### config.mk
export PLATFORM = sky130hd
export DESIGN_NAME = utc_to_local_calendar
export DESIGN_NICKNAME = d
export VERILOG_FILES = /design/src/hw/rtl/utcl_pkg.sv /design/src/hw/rtl/utcl_civil.sv /design/src/hw/rtl/utc_to_local_calendar.sv
export SDC_FILE = /design/constraint.sdc
export NUM_CORES = 2
export LEC_CHECK = 0
export CORE_MARGIN = 2
export CORE_UTILIZATION = 50
export CTS_BUF_LIST = sky130_fd_sc_hd__clkbuf_8
export DETAILED_ROUTE_END_ITERATION = 8
export DONT_BUFFER_PORTS = 1
export PLACE_DENSITY_LB_ADDON = 0.3
export SLEW_MARGIN = 20
export SYNTH_ARGS = -nofsm -noshare
export SYNTH_HDL_FRONTEND = slang
export SYNTH_SLANG_ARGS = --single-unit
export TNS_END_PERCENT = 50
### constraint.sdc
create_clock -name clk -period 11.38 [get_ports clk]
set_clock_uncertainty 0.1 [all_clocks]
set_input_delay 1.138 -clock clk [delete_from_list [all_inputs] [get_ports clk]]
set_output_delay 1.138 -clock clk [all_outputs]
set_load 0.01 [all_outputs]
### src/hw/rtl/utcl_pkg.sv
// Shared types and constants for the UTC to local calendar converter.
// No dependencies; imported by utcl_civil and utc_to_local_calendar.
`default_nettype none

package utcl_pkg;

  // Day counts fit in 16 bits: 2^32 s / 86400 s is below 49711.
  localparam int DAYS_W        = 16;
  localparam int CIV_LAT       = 6;
  localparam int SECS_PER_DAY  = 86400;
  localparam int SECS_PER_HOUR = 3600;

  // Reset values of the configuration registers
  localparam logic [10:0] TZ_OFFSET_RESET  = 11'd60;
  localparam logic        DST_ENABLE_RESET = 1'b1;

  // Configuration register indexes
  typedef enum logic [0:0] {
    REG_TZ_OFFSET  = 1'b0,
    REG_DST_ENABLE = 1'b1
  } cfg_reg_t;

  // Civil date of one day count; spring marks March through December
  typedef struct packed {
    logic [11:0] year;
    logic [3:0]  month;
    logic [4:0]  day;
    logic [2:0]  week_day;
    logic [8:0]  doy;
    logic        spring;
  } civ_t;

endpackage

`default_nettype wire

### src/hw/rtl/utcl_civil.sv
// Six-stage pipeline from a day count since 1970-01-01 to a civil date.
// Also gives the March-based day of year and weekday. Depends on utcl_pkg.
`default_nettype none

module utcl_civil (
  input  logic                       clk,
  input  logic                       rst_n,
  input  logic                       in_valid,
  input  logic [utcl_pkg::DAYS_W-1:0] in_days,
  output logic                       out_valid,
  output utcl_pkg::civ_t             out_civ
);
  import utcl_pkg::*;

  localparam int EPOCH_SHIFT_DAYS = 719468;
  localparam int DAYS_PER_ERA     = 146097;
  localparam int DAYS_PER_CENT4   = 36524;

  // Reciprocals: m = ceil(2^(n+l)/d) gives an exact quotient for n-bit inputs
  localparam longint unsigned M7    = ((64'd1 << 20) + 64'd6) / 64'd7;
  localparam longint unsigned M1460 = ((64'd1 << 29) + 64'd1459) / 64'd1460;
  localparam longint unsigned M365  = ((64'd1 << 27) + 64'd364) / 64'd365;
  localparam longint unsigned M153  = ((64'd1 << 19) + 64'd152) / 64'd153;

  // Start of each March-based month within the year
  function automatic logic [8:0] month_start(input logic [3:0] mp);
    logic [8:0] ms;
    case (mp)
      4'd0:    ms = 9'd0;
      4'd1:    ms = 9'd31;
      4'd2:    ms = 9'd61;
      4'd3:    ms = 9'd92;
      4'd4:    ms = 9'd122;
      4'd5:    ms = 9'd153;
      4'd6:    ms = 9'd184;
      4'd7:    ms = 9'd214;
      4'd8:    ms = 9'd245;
      4'd9:    ms = 9'd275;
      4'd10:   ms = 9'd306;
      4'd11:   ms = 9'd337;
      default: ms = 9'd0;
    endcase
    return ms;
  endfunction

  logic [CIV_LAT-1:0] v_r;

  // Stage 1: era and day of era, weekday quotient
  logic [19:0] z;
  logic [2:0]  era_nxt;
  logic [17:0] doe_nxt;
  logic [16:0] x3_nxt;
  logic [34:0] wprod;
  logic [2:0]  era1_r;
  logic [17:0] doe1_r;
  logic [16:0] x3_1_r;
  logic [14:0] wq1_r;

  always_comb begin
    z = 20'(in_days) + 20'(EPOCH_SHIFT_DAYS);
    era_nxt = '0;
    for (int k = 1; k <= 5; k++) begin
      if (z >= 20'(k * DAYS_PER_ERA)) era_nxt = 3'(k);
    end
    doe_nxt = 18'(z - 20'(era_nxt) * 20'(DAYS_PER_ERA));
    x3_nxt  = 17'(in_days) + 17'd3;
    wprod   = 35'(x3_nxt) * 35'(M7);
  end

  always_ff @(posedge clk) begin
    era1_r <= era_nxt;
    doe1_r <= doe_nxt;
    x3_1_r <= x3_nxt;
    wq1_r  <= 15'(wprod >> 20);
  end

  // Stage 2: leap corrections of the day of era, weekday remainder
  logic [36:0] p1460;
  logic [6:0]  q1460;
  logic [2:0]  q36524;
  logic        q146096;
  logic [17:0] t_nxt;
  logic [2:0]  wd_nxt;
  logic [2:0]  era2_r;
  logic [17:0] doe2_r;
  logic [17:0] t2_r;
  logic [2:0]  wd2_r;

  always_comb begin
    p1460  = 37'(doe1_r) * 37'(M1460);
    q1460  = 7'(p1460 >> 29);
    q36524 = '0;
    for (int k = 1; k <= 4; k++) begin
      if (doe1_r >= 18'(k * DAYS_PER_CENT4)) q36524 = 3'(k);
    end
    q146096 = (doe1_r >= 18'(DAYS_PER_ERA - 1));
    t_nxt   = 18'(doe1_r - 18'(q1460) + 18'(q36524) - 18'(q146096));
    wd_nxt  = 3'(x3_1_r - 17'(wq1_r) * 17'd7);
  end

  always_ff @(posedge clk) begin
    era2_r <= era1_r;
    doe2_r <= doe1_r;
    t2_r   <= t_nxt;
    wd2_r  <= wd_nxt;
  end

  // Stage 3: year of era
  logic [36:0] p365;
  logic [2:0]  era3_r;
  logic [17:0] doe3_r;
  logic [8:0]  yoe3_r;
  logic [2:0]  wd3_r;

  assign p365 = 37'(t2_r) * 37'(M365);

  always_ff @(posedge clk) begin
    era3_r <= era2_r;
    doe3_r <= doe2_r;
    yoe3_r <= 9'(p365 >> 27);
    wd3_r  <= wd2_r;
  end

  // Stage 4: day of the March-based year
  logic [1:0]  c100;
  logic [8:0]  doy_nxt;
  logic [2:0]  era4_r;
  logic [8:0]  yoe4_r;
  logic [8:0]  doy4_r;
  logic [2:0]  wd4_r;

  always_comb begin
    c100 = '0;
    for (int k = 1; k <= 3; k++) begin
      if (yoe3_r >= 9'(k * 100)) c100 = 2'(k);
    end
    doy_nxt = 9'(doe3_r - (18'(yoe3_r) * 18'd365 + 18'(yoe3_r[8:2]) - 18'(c100)));
  end

  always_ff @(posedge clk) begin
    era4_r <= era3_r;
    yoe4_r <= yoe3_r;
    doy4_r <= doy_nxt;
    wd4_r  <= wd3_r;
  end

  // Stage 5: March-based month
  logic [10:0] x153;
  logic [22:0] p153;
  logic [2:0]  era5_r;
  logic [8:0]  yoe5_r;
  logic [8:0]  doy5_r;
  logic [2:0]  wd5_r;
  logic [3:0]  mp5_r;

  always_comb begin
    x153 = 11'(doy4_r) * 11'd5 + 11'd2;
    p153 = 23'(x153) * 23'(M153);
  end

  always_ff @(posedge clk) begin
    era5_r <= era4_r;
    yoe5_r <= yoe4_r;
    doy5_r <= doy4_r;
    wd5_r  <= wd4_r;
    mp5_r  <= 4'(p153 >> 19);
  end

  // Stage 6: calendar month, day and year
  civ_t civ_nxt;
  civ_t civ_r;

  always_comb begin
    civ_nxt.spring   = (mp5_r < 4'd10);
    civ_nxt.month    = civ_nxt.spring ? 4'(mp5_r + 4'd3) : 4'(mp5_r - 4'd9);
    civ_nxt.day      = 5'(doy5_r - month_start(mp5_r) + 9'd1);
    civ_nxt.year     = 12'(yoe5_r) + 12'(era5_r) * 12'd400 + 12'(!civ_nxt.spring);
    civ_nxt.week_day = wd5_r;
    civ_nxt.doy      = doy5_r;
  end

  always_ff @(posedge clk) begin
    civ_r <= civ_nxt;
  end

  // Valid bits travel with the stages
  always_ff @(posedge clk) begin
    if (!rst_n) begin
      v_r <= '0;
    end else begin
      v_r <= {v_r[CIV_LAT-2:0], in_valid};
    end
  end

  assign out_valid = v_r[CIV_LAT-1];
  assign out_civ   = civ_r;

endmodule

`default_nettype wire

### src/hw/rtl/utc_to_local_calendar.sv
// Top level: Unix UTC seconds to local calendar with EU summer time.
// Depends on utcl_pkg and utcl_civil (two instances).
//
// Channel   Direction  Ports                                     Handshake
// input     in         start, busy, in_utc_seconds               start && !busy
// result    out        out_valid, out_year .. out_dst_active     one-cycle strobe
// config    in         cfg_we, cfg_index, cfg_wdata              cfg_we
//
// One timestamp per clock. Each timestamp passes through two six-stage
// calendar pipelines (UTC date for the summer time rule, then the local
// date) plus nine stages of day split, rule and offset.
// Reset is synchronous: it clears all valid bits and restores the registers.
// busy is always low and the receiver has no stall, so no beat is ever held.
`default_nettype none

module utc_to_local_calendar (
  input  logic        clk,
  input  logic        rst_n,
  input  logic        start,
  output logic        busy,
  input  logic [31:0] in_utc_seconds,
  output logic        out_valid,
  output logic [11:0] out_year,
  output logic [3:0]  out_month,
  output logic [4:0]  out_day,
  output logic [2:0]  out_week_day,
  output logic [4:0]  out_hour,
  output logic [5:0]  out_minute,
  output logic [5:0]  out_second,
  output logic        out_dst_active,
  input  logic        cfg_we,
  input  logic [0:0]  cfg_index,
  input  logic [10:0] cfg_wdata
);
  import utcl_pkg::*;

  localparam int PIPE_LAT = 9 + 2 * CIV_LAT;

  // Reciprocals: m = ceil(2^(n+l)/d), exact for n-bit inputs
  localparam longint unsigned M675  = ((64'd1 << 35) + 64'd674) / 64'd675;
  localparam longint unsigned M7D   = ((64'd1 << 12) + 64'd6) / 64'd7;
  localparam longint unsigned M3600 = ((64'd1 << 29) + 64'd3599) / 64'd3600;
  localparam longint unsigned M60   = ((64'd1 << 23) + 64'd59) / 64'd60;

  typedef struct packed {
    logic [4:0] hour;
    logic [5:0] minute;
    logic [5:0] second;
    logic       dst;
  } tod_t;

  // Configuration registers
  logic [10:0] tz_r;
  logic        dsten_r;

  always_ff @(posedge clk) begin
    if (!rst_n) begin
      tz_r    <= TZ_OFFSET_RESET;
      dsten_r <= DST_ENABLE_RESET;
    end else if (cfg_we) begin
      unique case (cfg_reg_t'(cfg_index))
        REG_TZ_OFFSET:  tz_r    <= cfg_wdata;
        REG_DST_ENABLE: dsten_r <= cfg_wdata[0];
      endcase
    end
  end

  assign busy = 1'b0;

  // Valid bits of the stages owned here
  logic v0_r, v1_r, v2_r, v9_r, v10_r, v11_r, v12_r, v13_r, out_valid_r;
  logic va_civ, vb_civ;
  civ_t civa, civb;

  always_ff @(posedge clk) begin
    if (!rst_n) begin
      v0_r        <= 1'b0;
      v1_r        <= 1'b0;
      v2_r        <= 1'b0;
      v9_r        <= 1'b0;
      v10_r       <= 1'b0;
      v11_r       <= 1'b0;
      v12_r       <= 1'b0;
      v13_r       <= 1'b0;
      out_valid_r <= 1'b0;
    end else begin
      v0_r        <= start && !busy;
      v1_r        <= v0_r;
      v2_r        <= v1_r;
      v9_r        <= va_civ;
      v10_r       <= v9_r;
      v11_r       <= v10_r;
      v12_r       <= v11_r;
      v13_r       <= v12_r;
      out_valid_r <= vb_civ;
    end
  end

  // Input beat capture
  logic [31:0] utc0_r;

  always_ff @(posedge clk) begin
    utc0_r <= in_utc_seconds;
  end

  // UTC day number: (s >> 7) / 675
  logic [50:0]       p1;
  logic [31:0]       utc1_r;
  logic [DAYS_W-1:0] days1_r;

  assign p1 = 51'(utc0_r[31:7]) * 51'(M675);

  always_ff @(posedge clk) begin
    utc1_r  <= utc0_r;
    days1_r <= DAYS_W'(p1 >> 35);
  end

  // UTC second of day
  logic [16:0]       sod2_nxt;
  logic [31:0]       utc2_r;
  logic [16:0]       sod2_r;
  logic [DAYS_W-1:0] days2_r;

  assign sod2_nxt = 17'(utc1_r - 32'(days1_r) * 32'(SECS_PER_DAY));

  always_ff @(posedge clk) begin
    utc2_r  <= utc1_r;
    sod2_r  <= sod2_nxt;
    days2_r <= days1_r;
  end

  // UTC calendar, with seconds delayed to match
  logic [31:0] utc_dl_r [CIV_LAT];
  logic [16:0] sod_dl_r [CIV_LAT];

  utcl_civil u_civ_utc (
    .clk       (clk),
    .rst_n     (rst_n),
    .in_valid  (v2_r),
    .in_days   (days2_r),
    .out_valid (va_civ),
    .out_civ   (civa)
  );

  always_ff @(posedge clk) begin
    utc_dl_r[0] <= utc2_r;
    sod_dl_r[0] <= sod2_r;
    for (int i = 1; i < CIV_LAT; i++) begin
      utc_dl_r[i] <= utc_dl_r[i-1];
      sod_dl_r[i] <= sod_dl_r[i-1];
    end
  end

  // Day of year modulo 7, quotient part
  logic [18:0] p7;
  logic [8:0]  doy9_r;
  logic [5:0]  q79_r;
  logic [2:0]  wd9_r;
  logic        spring9_r;
  logic [16:0] sod9_r;
  logic [31:0] utc9_r;

  assign p7 = 19'(civa.doy) * 19'(M7D);

  always_ff @(posedge clk) begin
    doy9_r    <= civa.doy;
    q79_r     <= 6'(p7 >> 12);
    wd9_r     <= civa.week_day;
    spring9_r <= civa.spring;
    sod9_r    <= sod_dl_r[CIV_LAT-1];
    utc9_r    <= utc_dl_r[CIV_LAT-1];
  end

  // Summer time window: last Sundays of March and October, 01:00 UTC.
  // Both are found from the weekday of today and the March-based day of year.
  logic [2:0]  r7;
  logic [2:0]  wk_a;
  logic [2:0]  wk_m;
  logic [8:0]  start_doy;
  logic [8:0]  end_doy;
  logic        after_start;
  logic        before_end;
  logic        on_nxt;
  logic        on10_r;
  logic [31:0] utc10_r;

  always_comb begin
    r7   = 3'(doy9_r - 9'(q79_r) * 9'd7);
    wk_a = (wd9_r >= r7) ? 3'(wd9_r - r7) : 3'(wd9_r + 3'd7 - r7);
    wk_m = (wk_a >= 3'd4) ? 3'(wk_a - 3'd4) : 3'(wk_a + 3'd3);
    start_doy   = 9'd30 - 9'(wk_m);
    end_doy     = 9'd244 - 9'(wk_a);
    after_start = (doy9_r > start_doy) ||
                  ((doy9_r == start_doy) && (sod9_r >= 17'(SECS_PER_HOUR)));
    before_end  = (doy9_r < end_doy) ||
                  ((doy9_r == end_doy) && (sod9_r < 17'(SECS_PER_HOUR)));
    on_nxt = dsten_r && spring9_r && after_start && before_end;
  end

  always_ff @(posedge clk) begin
    on10_r  <= on_nxt;
    utc10_r <= utc9_r;
  end

  // Local time: zone offset plus summer hour, wrapping at 32 bits
  logic signed [16:0] tz_ext;
  logic signed [16:0] tz_secs;
  logic [31:0]        shift;
  logic [31:0]        lt11_r;
  logic               on11_r;

  always_comb begin
    tz_ext  = {{6{tz_r[10]}}, tz_r};
    tz_secs = tz_ext * 17'sd60;
    shift   = {{15{tz_secs[16]}}, tz_secs} +
              (on10_r ? 32'(SECS_PER_HOUR) : 32'd0);
  end

  always_ff @(posedge clk) begin
    lt11_r <= utc10_r + shift;
    on11_r <= on10_r;
  end

  // Local day number
  logic [50:0]       p12;
  logic [31:0]       lt12_r;
  logic [DAYS_W-1:0] days12_r;
  logic              on12_r;

  assign p12 = 51'(lt11_r[31:7]) * 51'(M675);

  always_ff @(posedge clk) begin
    lt12_r   <= lt11_r;
    days12_r <= DAYS_W'(p12 >> 35);
    on12_r   <= on11_r;
  end

  // Local second of day
  logic [DAYS_W-1:0] days13_r;
  logic [16:0]       sod13_r;
  logic              on13_r;

  always_ff @(posedge clk) begin
    days13_r <= days12_r;
    sod13_r  <= 17'(lt12_r - 32'(days12_r) * 32'(SECS_PER_DAY));
    on13_r   <= on12_r;
  end

  // Local calendar
  utcl_civil u_civ_local (
    .clk       (clk),
    .rst_n     (rst_n),
    .in_valid  (v13_r),
    .in_days   (days13_r),
    .out_valid (vb_civ),
    .out_civ   (civb)
  );

  // Time of day beside the local calendar: quotients, then remainders
  logic [34:0] p_hr;
  logic [34:0] p_mt;
  logic [4:0]  hr_t1_r;
  logic [10:0] mtot_t1_r;
  logic [16:0] sod_t1_r;
  logic        on_t1_r;
  tod_t        tod_nxt;
  tod_t        tod2_r;
  tod_t        tod_dl_r [CIV_LAT-2];

  always_comb begin
    p_hr = 35'(sod13_r) * 35'(M3600);
    p_mt = 35'(sod13_r) * 35'(M60);
  end

  always_ff @(posedge clk) begin
    hr_t1_r   <= 5'(p_hr >> 29);
    mtot_t1_r <= 11'(p_mt >> 23);
    sod_t1_r  <= sod13_r;
    on_t1_r   <= on13_r;
  end

  always_comb begin
    tod_nxt.hour   = hr_t1_r;
    tod_nxt.minute = 6'(mtot_t1_r - 11'(hr_t1_r) * 11'd60);
    tod_nxt.second = 6'(sod_t1_r - 17'(mtot_t1_r) * 17'd60);
    tod_nxt.dst    = on_t1_r;
  end

  always_ff @(posedge clk) begin
    tod2_r      <= tod_nxt;
    tod_dl_r[0] <= tod2_r;
    for (int i = 1; i < CIV_LAT - 2; i++) begin
      tod_dl_r[i] <= tod_dl_r[i-1];
    end
  end

  // Result register
  civ_t civ_out_r;
  tod_t tod_out_r;

  always_ff @(posedge clk) begin
    civ_out_r <= civb;
    tod_out_r <= tod_dl_r[CIV_LAT-3];
  end

  assign out_valid      = out_valid_r;
  assign out_year       = civ_out_r.year;
  assign out_month      = civ_out_r.month;
  assign out_day        = civ_out_r.day;
  assign out_week_day   = civ_out_r.week_day;
  assign out_hour       = tod_out_r.hour;
  assign out_minute     = tod_out_r.minute;
  assign out_second     = tod_out_r.second;
  assign out_dst_active = tod_out_r.dst;

  // Every result beat comes from an input beat a fixed latency earlier
  a_latency: assert property (@(posedge clk) disable iff (!rst_n)
    out_valid |-> $past(start && !busy, PIPE_LAT))
    else $error("result beat without matching input beat");

  // Summer hour only lands in local March through October
  a_dst_month: assert property (@(posedge clk) disable iff (!rst_n)
    (out_valid && out_dst_active) |-> (out_month >= 4'd3 && out_month <= 4'd10))
    else $error("summer time outside March to October");

  // Calendar fields stay in range
  a_ranges: assert property (@(posedge clk) disable iff (!rst_n)
    out_valid |-> (out_hour < 5'd24 && out_minute < 6'd60 && out_second < 6'd60 &&
                   out_day != 5'd0 && out_week_day < 3'd7 &&
                   out_month != 4'd0 && out_month <= 4'd12))
    else $error("calendar field out of range");

endmodule

`default_nettype wire
==> Word level (Yosys, flattened, before mapping) <==
Memory sizes are Yosys's and may differ from the RTL's. A register that Yosys moved wholly into a read port is not among the register bits.
Cells that the tools add are included.
{ "totals": {"register_bits": 692, "latchBits": 0, "ram_bits": 366, "romBits": 144, "in_bits": 48, "output_inout_bits": 44, "elab_cells": 234, "mem_count": 4} }
{ "mem_list": {"columns": ["name", "depth", "word_bits", "read_ports", "rd_ports_with_merged_regs", "wr", "line_no", "source"], "rows": [
  ["utc_dl_r", 6, 32, 6, 1, 6, "utc_to_local_calendar.sv:133", "logic [31:0] utc_dl_r [CIV_LAT];"],
  ["(name not given)", 16, 9, 1, 1, 0, "utcl_civil.sv:28", "case (mp)"],
  ["sod_dl_r", 6, 17, 6, 1, 6, "utc_to_local_calendar.sv:134", "logic [16:0] sod_dl_r [CIV_LAT];"],
  ["tod_dl_r", 4, 18, 4, 1, 4, "utc_to_local_calendar.sv:268", "tod_t tod_dl_r [CIV_LAT-2];"]
]} }
{ "classes": {"add_sub_neg": 42, "n_mul": 28, "div": 0, "magnitude_cmp": 32, "eq_ne": 2, "shift": 0, "mux": 28, "bitwise_logic": 1, "n_reduce_logical": 10} }
{ "ops": {"columns": ["cell", "count"], "rows": [
  ["18-bit by 16-bit multiplier with 33-bit output (second input constant)", 4],
  ["25-bit by 26-bit multiplier with 51-bit output (second input constant)", 2],
  ["20-bit by 19-bit >= comparator with 1-bit output (second input constant)", 4],
  ["20-bit >= comparator (second input constant)", 4],
  ["18-bit by 17-bit >= comparator with 1-bit output (second input constant)", 4],
  ["17-bit by 18-bit multiplier with 35-bit output (second input constant)", 2],
  ["17-bit by 18-bit multiplier with 34-bit output (second input constant)", 2],
  ["11-bit by 12-bit multiplier with 23-bit output (second input constant)", 2],
  ["16-bit by 20-bit adder with 20-bit output (second input constant)", 2],
  ["20-bit by 18-bit >= comparator with 1-bit output (second input constant)", 2],
  ["18-bit by 3-bit adder with 18-bit output", 2],
  ["18-bit by 16-bit >= comparator with 1-bit output (second input constant)", 2],
  ["18-bit >= comparator (second input constant)", 2],
  ["3-bit by 18-bit multiplier with 18-bit output (second input constant)", 2],
  ["3-bit 2-to-1 mux", 12],
  ["18-bit by 1-bit subtractor with 18-bit output", 2],
  ["18-bit subtractor", 2],
  ["18-bit by 7-bit subtractor with 18-bit output", 2],
  ["16-bit by 2-bit adder with 17-bit output (second input constant)", 2],
  ["17-bit subtractor", 2],
  ["32-bit adder", 1],
  ["16-bit by 10-bit multiplier with 10-bit output (second input constant)", 2],
  ["15-bit by 3-bit multiplier with 3-bit output (second input constant)", 2],
  ["11-bit by 2-bit adder with 11-bit output (second input constant)", 2],
  ["45 further kinds", 78]
]} }

==> Logic depth before layout (Yosys ltp) <==
{ "logic_depth": {"word_depth": 12, "ltp_mapped": 41, "ltp_nobuf": 41} }

==> Modules after synthesis <==
From an unflattened synthesis, not the netlist that was laid out.
{ "unflattened": {"hier_cells": 8608, "area_unflattened_um2": 93657.3} }
{ "modules_own_cells": {"columns": ["module", "n_inst", "cells_each", "area_per_inst_um2", "seq_area_each_um2"], "rows": [
  ["utc_to_local_calendar", 1, 4033, 46637.2, 15074.5],
  ["utcl_civil (u_civ_local)", 1, 2310, 23633.9, 3423.3],
  ["utcl_civil (u_civ_utc)", 1, 2265, 23386.2, 3423.3]
]} }

==> Least setup slack after synthesis <==
Ideal clock, no wire load.
{ "synth_timing": {"path_kind": "reg2reg", "start": "register u_civ_local.doe1_r[13]", "end": "register u_civ_local.t2_r[14]", "setup_ns": 0.119, "t_arrival_ns": 8.660, "t_required_ns": 11.161, "setup_slack_ns": 2.501, "path_stages_with_launch": 39, "path_buffers": 0, "period_less_slack_ns": 8.879, "cell_sequence": "dfxtp_1 > inv_1 > fa_1 > inv_1 > ha_1 > inv_1 > fa_1 > inv_1 > fa_1 > fa_1 > inv_1 > fa_1 > inv_1 > ha_1 > a21oi_1 > nor2b_1 > o21ai_0 > nand2b_1 > [3 not listed] > xor2_1 > fa_1 > inv_1 > fa_1 > nand2b_1 > fa_1 > nor2b_1 > o21ai_0 > a21boi_0 > o21ai_0 > a21boi_0 > o21a_1 > o21ai_0 > a21oi_1 > o21ai_0 > a21oi_1 > a21oi_1 > xnor2_1"} }
{ "synth_via": {"elab_chain_len": 7, "elab_cells_between_ends": 12, "cone_classes": "3 x add/sub; 1 x mul; 4 x order compare; 4 x mux"} }
{ "synth_lines": {"columns": ["element", "line_no", "source"], "rows": [
  ["from (decl)", "utcl_civil.sv:55", "logic [17:0] doe1_r;"],
  ["from (signal assigned)", "utcl_civil.sv:72", "doe1_r <= doe_nxt;"],
  ["branches (longest 6 deep; another with 18-bit by 16-bit multiplier with 33-bit output)", null, null],
  ["18-bit by 1-bit subtractor with 18-bit output *", "utcl_civil.sv:97", "t_nxt = 18'(doe1_r - 18'(q1460) + 18'(q36524) - 18'(q146096));"],
  ["net u_civ_local.t_nxt[14]", "utcl_civil.sv:82", "logic [17:0] t_nxt;"],
  ["to (signal assigned)", "utcl_civil.sv:104", "t2_r <= t_nxt;"],
  ["to (decl)", "utcl_civil.sv:86", "logic [17:0] t2_r;"]
]} }
Mark *: on every way through the listed nets, which the timed path passes.
A chain may end at the register's enable or synchronous reset.

==> Worst setup path after layout <==
{ "layout_timing": {"start": "register u_civ_utc.doe1_r[5]", "end": "register u_civ_utc.t2_r[16]"} }
{ "layout_via": {"elab_chain_len": 7, "elab_cells_between_ends": 12, "cone_classes": "3 x add/sub; 1 x mul; 4 x order compare; 4 x mux"} }
{ "layout_lines": {"columns": ["element", "line_no"], "rows": [
  ["from (decl)", "utcl_civil.sv:55"],
  ["from (signal assigned)", "utcl_civil.sv:72"],
  ["branches (longest 6 deep; another with 18-bit by 16-bit multiplier with 33-bit output)", null],
  ["18-bit by 1-bit subtractor with 18-bit output *", "utcl_civil.sv:97"],
  ["net u_civ_utc.t_nxt[16]", "utcl_civil.sv:82"],
  ["to (signal assigned)", "utcl_civil.sv:104"],
  ["to (decl)", "utcl_civil.sv:86"]
]} }
Marks and branches as above.

==> flow_metrics.env <==
export IMPL_cts_sinks=1031
export IMPL_fin_nets=11800
export IMPL_place_ws_ps=1630
export IMPL_grt_pass1_wl_um=299000
export IMPL_dieArea_um2=185000
export IMPL_htree_levels=4
export IMPL_slew_headroom_pct=37.6
export IMPL_grt_overflow_total=0
export IMPL_place_gp_congestion=0.902
export IMPL_endpoint_kind="register"
export IMPL_wl_um=177000
export IMPL_synth_edf_count=0
export IMPL_synth_ff_type="dfxtp_1"
export IMPL_cpMostUsedCell="fa_1"
export IMPL_track_usage_pct=20.0
export IMPL_routedWlPerCell_um=16.2
export IMPL_ys_seq_area_share_pct=22.8
export IMPL_synthesis_area_um2=90600
export IMPL_fillers=15500
export IMPL_max_stage_delay_ps=790
export IMPL_required_ps=12070
export IMPL_wl_met1_um=78300
export IMPL_synthCells=8284
export IMPL_setup_viol=0
export IMPL_cpMaxStageDelayCell="dfxtp_1"
export IMPL_wl_met2_um=90300
export IMPL_layout_setup_ws_ps=1480
export IMPL_clkLatencyLatePin_ps=930
export IMPL_core_um2=180000
export IMPL_cts_buffers=172
export IMPL_worst_slew_pin_slew_ps=935
export IMPL_status="finished, final reports clean"
export IMPL_wl_met3_um=4760
export IMPL_clk_pin_slew_ps=60
export IMPL_critPathKind="register to register"
export IMPL_vias_per_cell=4.96
export IMPL_cts_resized=0
export IMPL_die_w_um=430
export IMPL_io_buffers=0
export IMPL_rsz0062_at_grt="false"
export IMPL_worst_path_max_fanout=12
export IMPL_cts_root_buf="clkbuf_8"
export IMPL_layout_drive_gt1_share_pct=4.08
export IMPL_antenna_found_initial=3
export IMPL_cts_hold_buf=0
export IMPL_hold_class="primary input to register"
export IMPL_clock_fmax_mhz=101
export IMPL_placed_area_um2=93500
export IMPL_fin_crit_sh_pct=87.0
export IMPL_finalSetupTns_ps=0
export IMPL_rows=156
export IMPL_grt_max_degree=34
export IMPL_maxSlewViolCount=0
export IMPL_worstPathArrival_ps=10590
export IMPL_ys_types=92
export IMPL_syn_to_final_growth_pct=7.63
export IMPL_period_minus_slack_ps=9900
export IMPL_hold_viol_final=0
export IMPL_ys_warn_count=0
export IMPL_dp_hpwl_um=149000
export IMPL_cp_start_kind="register"
export IMPL_synth_avg_cell_area_um2=10.9
export IMPL_drt_iter0_drc=2058
export IMPL_die_y_um=430
export IMPL_synth_net_count=11600
export IMPL_clockBufferDepth=3
export IMPL_cts_setup_buffers=0
export IMPL_vias=54400
export IMPL_cts_tree="yes"
export IMPL_top_layer="met4"
export IMPL_post_route_util_pct=54.1
export IMPL_drcViolationCount=0
export IMPL_postRouteAntennaNets=0
export IMPL_async_reset_ff_share_pct=0
export IMPL_mostFrequentLayoutCell="ha_1"
export IMPL_synth_seq_cells=1031
export IMPL_first_global_vias=60000
export IMPL_num_io_pins=92
export IMPL_design_area_um2=97500
export IMPL_first_pass_iters=4
export IMPL_start_util_pct=50.2
export IMPL_final_cell_mix="ha_1 (2155), inv_1 (2022), fa_1 (1134)"
export IMPL_cap_violations=0
## sequential cells by signal, summed over array words and instances, names as in the netlist, 18 cells and up, named ones only
name                 flops
sod_dl_r               102
u_civ_utc.doe1_r        18
utc0_r                  32
u_civ_utc.t2_r          18
u_civ_local.out_civ     24
utc_dl_r               150
u_civ_local.t2_r        18
utc2_r                  25
tod2_r                  18
utc10_r                 32
utc1_r                  32
lt11_r                  32
utc9_r                  25
u_civ_local.doe1_r      18
tod_dl_r                72
## layout make-up
class                      instances  area (µm²)  share of cell area [%]
antenna                            4        10.0                  0.0103
clock buffer                     211        2900                    2.98
clock inverter                   100        1060                    1.08
inverter                        1992        7480                    7.67
multi-input combinational       5228       62400                    63.9
sequential                      1031       20600                    21.2
tap                             2370        2970                    3.04
timing repair buffer              14         105                   0.108
## path summary, 6_finish.rpt
path,to,from,slack [ps],cells past startpoint
setup / recovery,u_civ_utc.t2_r[16],u_civ_utc.doe1_r[5],1480,36
hold / removal,utc0_r[20],in_utc_seconds[20],140,0
setup reg to reg,u_civ_utc.t2_r[16],u_civ_utc.doe1_r[5],1480,36
hold reg to reg,utc_dl_r[1][8],utc_dl_r[0][8],180,0
## metrics by stage
stage,hold slack [ps],std cells
3_3_place_gp,210,10600
2_1_floorplan,210,8284
6_report,139,11000
4_1_cts,28.0,10900
5_1_grt,55.3,10900
3_5_place_dp,212,10600
## cells in the mapped netlist, types with 23 or more instances
| cell type | number | area [µm²] |
|---|---|---|
| nand3_1 | 47 | 235 |
| o211ai_1 | 24 | 180 |
| xnor2_1 | 288 | 2520 |
| fa_1 | 1134 | 22700 |
| ha_1 | 2155 | 27000 |
| a21oi_1 | 232 | 1160 |
| inv_1 | 1991 | 7470 |
| nand4_1 | 36 | 225 |
| nor3_1 | 54 | 270 |
| xor2_1 | 130 | 1140 |
| nand2_1 | 154 | 578 |
| nand2b_1 | 39 | 244 |
| and2_1 | 34 | 213 |
| o21bai_1 | 30 | 225 |
| nor2b_1 | 55 | 344 |
| a21o_1 | 124 | 931 |
| dfxtp_1 | 1031 | 20600 |
| nor2_1 | 180 | 676 |
| a31oi_1 | 31 | 194 |
| o21a_1 | 51 | 383 |
| a21boi_0 | 23 | 173 |
| o21ai_0 | 131 | 656 |
## kinds of logic (layout without fill, tap and decap cells)
family,count (synthesis),in the layout,share of synthesized area (%)
other cells,1,5,0.00414
fa+ha+maj,3289,3289,54.8
xor+xnor,418,418,4.04
flops,1031,1031,22.8
compound gates,806,806,5.92
buf+inv,2025,2317,8.41
simple gates,701,701,3.88
mux,13,13,0.153
## critical path, delay by kind of cell, from the launching register on
| family | cells | cell delay, ps |
|---|---|---|
| adders and majority gates | 10 | 4420 |
| xor gates and xnor gates | 1 | 140 |
| buffers and inverters | 6 | 620 |
| DFF | 1 | 790 |
| and+or+nand+nor | 5 | 460 |
| AOI/OAI and AO/OA | 14 | 3190 |
## layer usage
metal  GRT usage (%)  up-vias
met3            2.60      246
met5               0        -
li1                -    26700
met2            36.3      634
met4            5.15        0
met1            25.0    26700
Power is left out: the tool's default activity adds up to more than one toggle a clock period on the data nets, which glitch-free logic cannot reach.
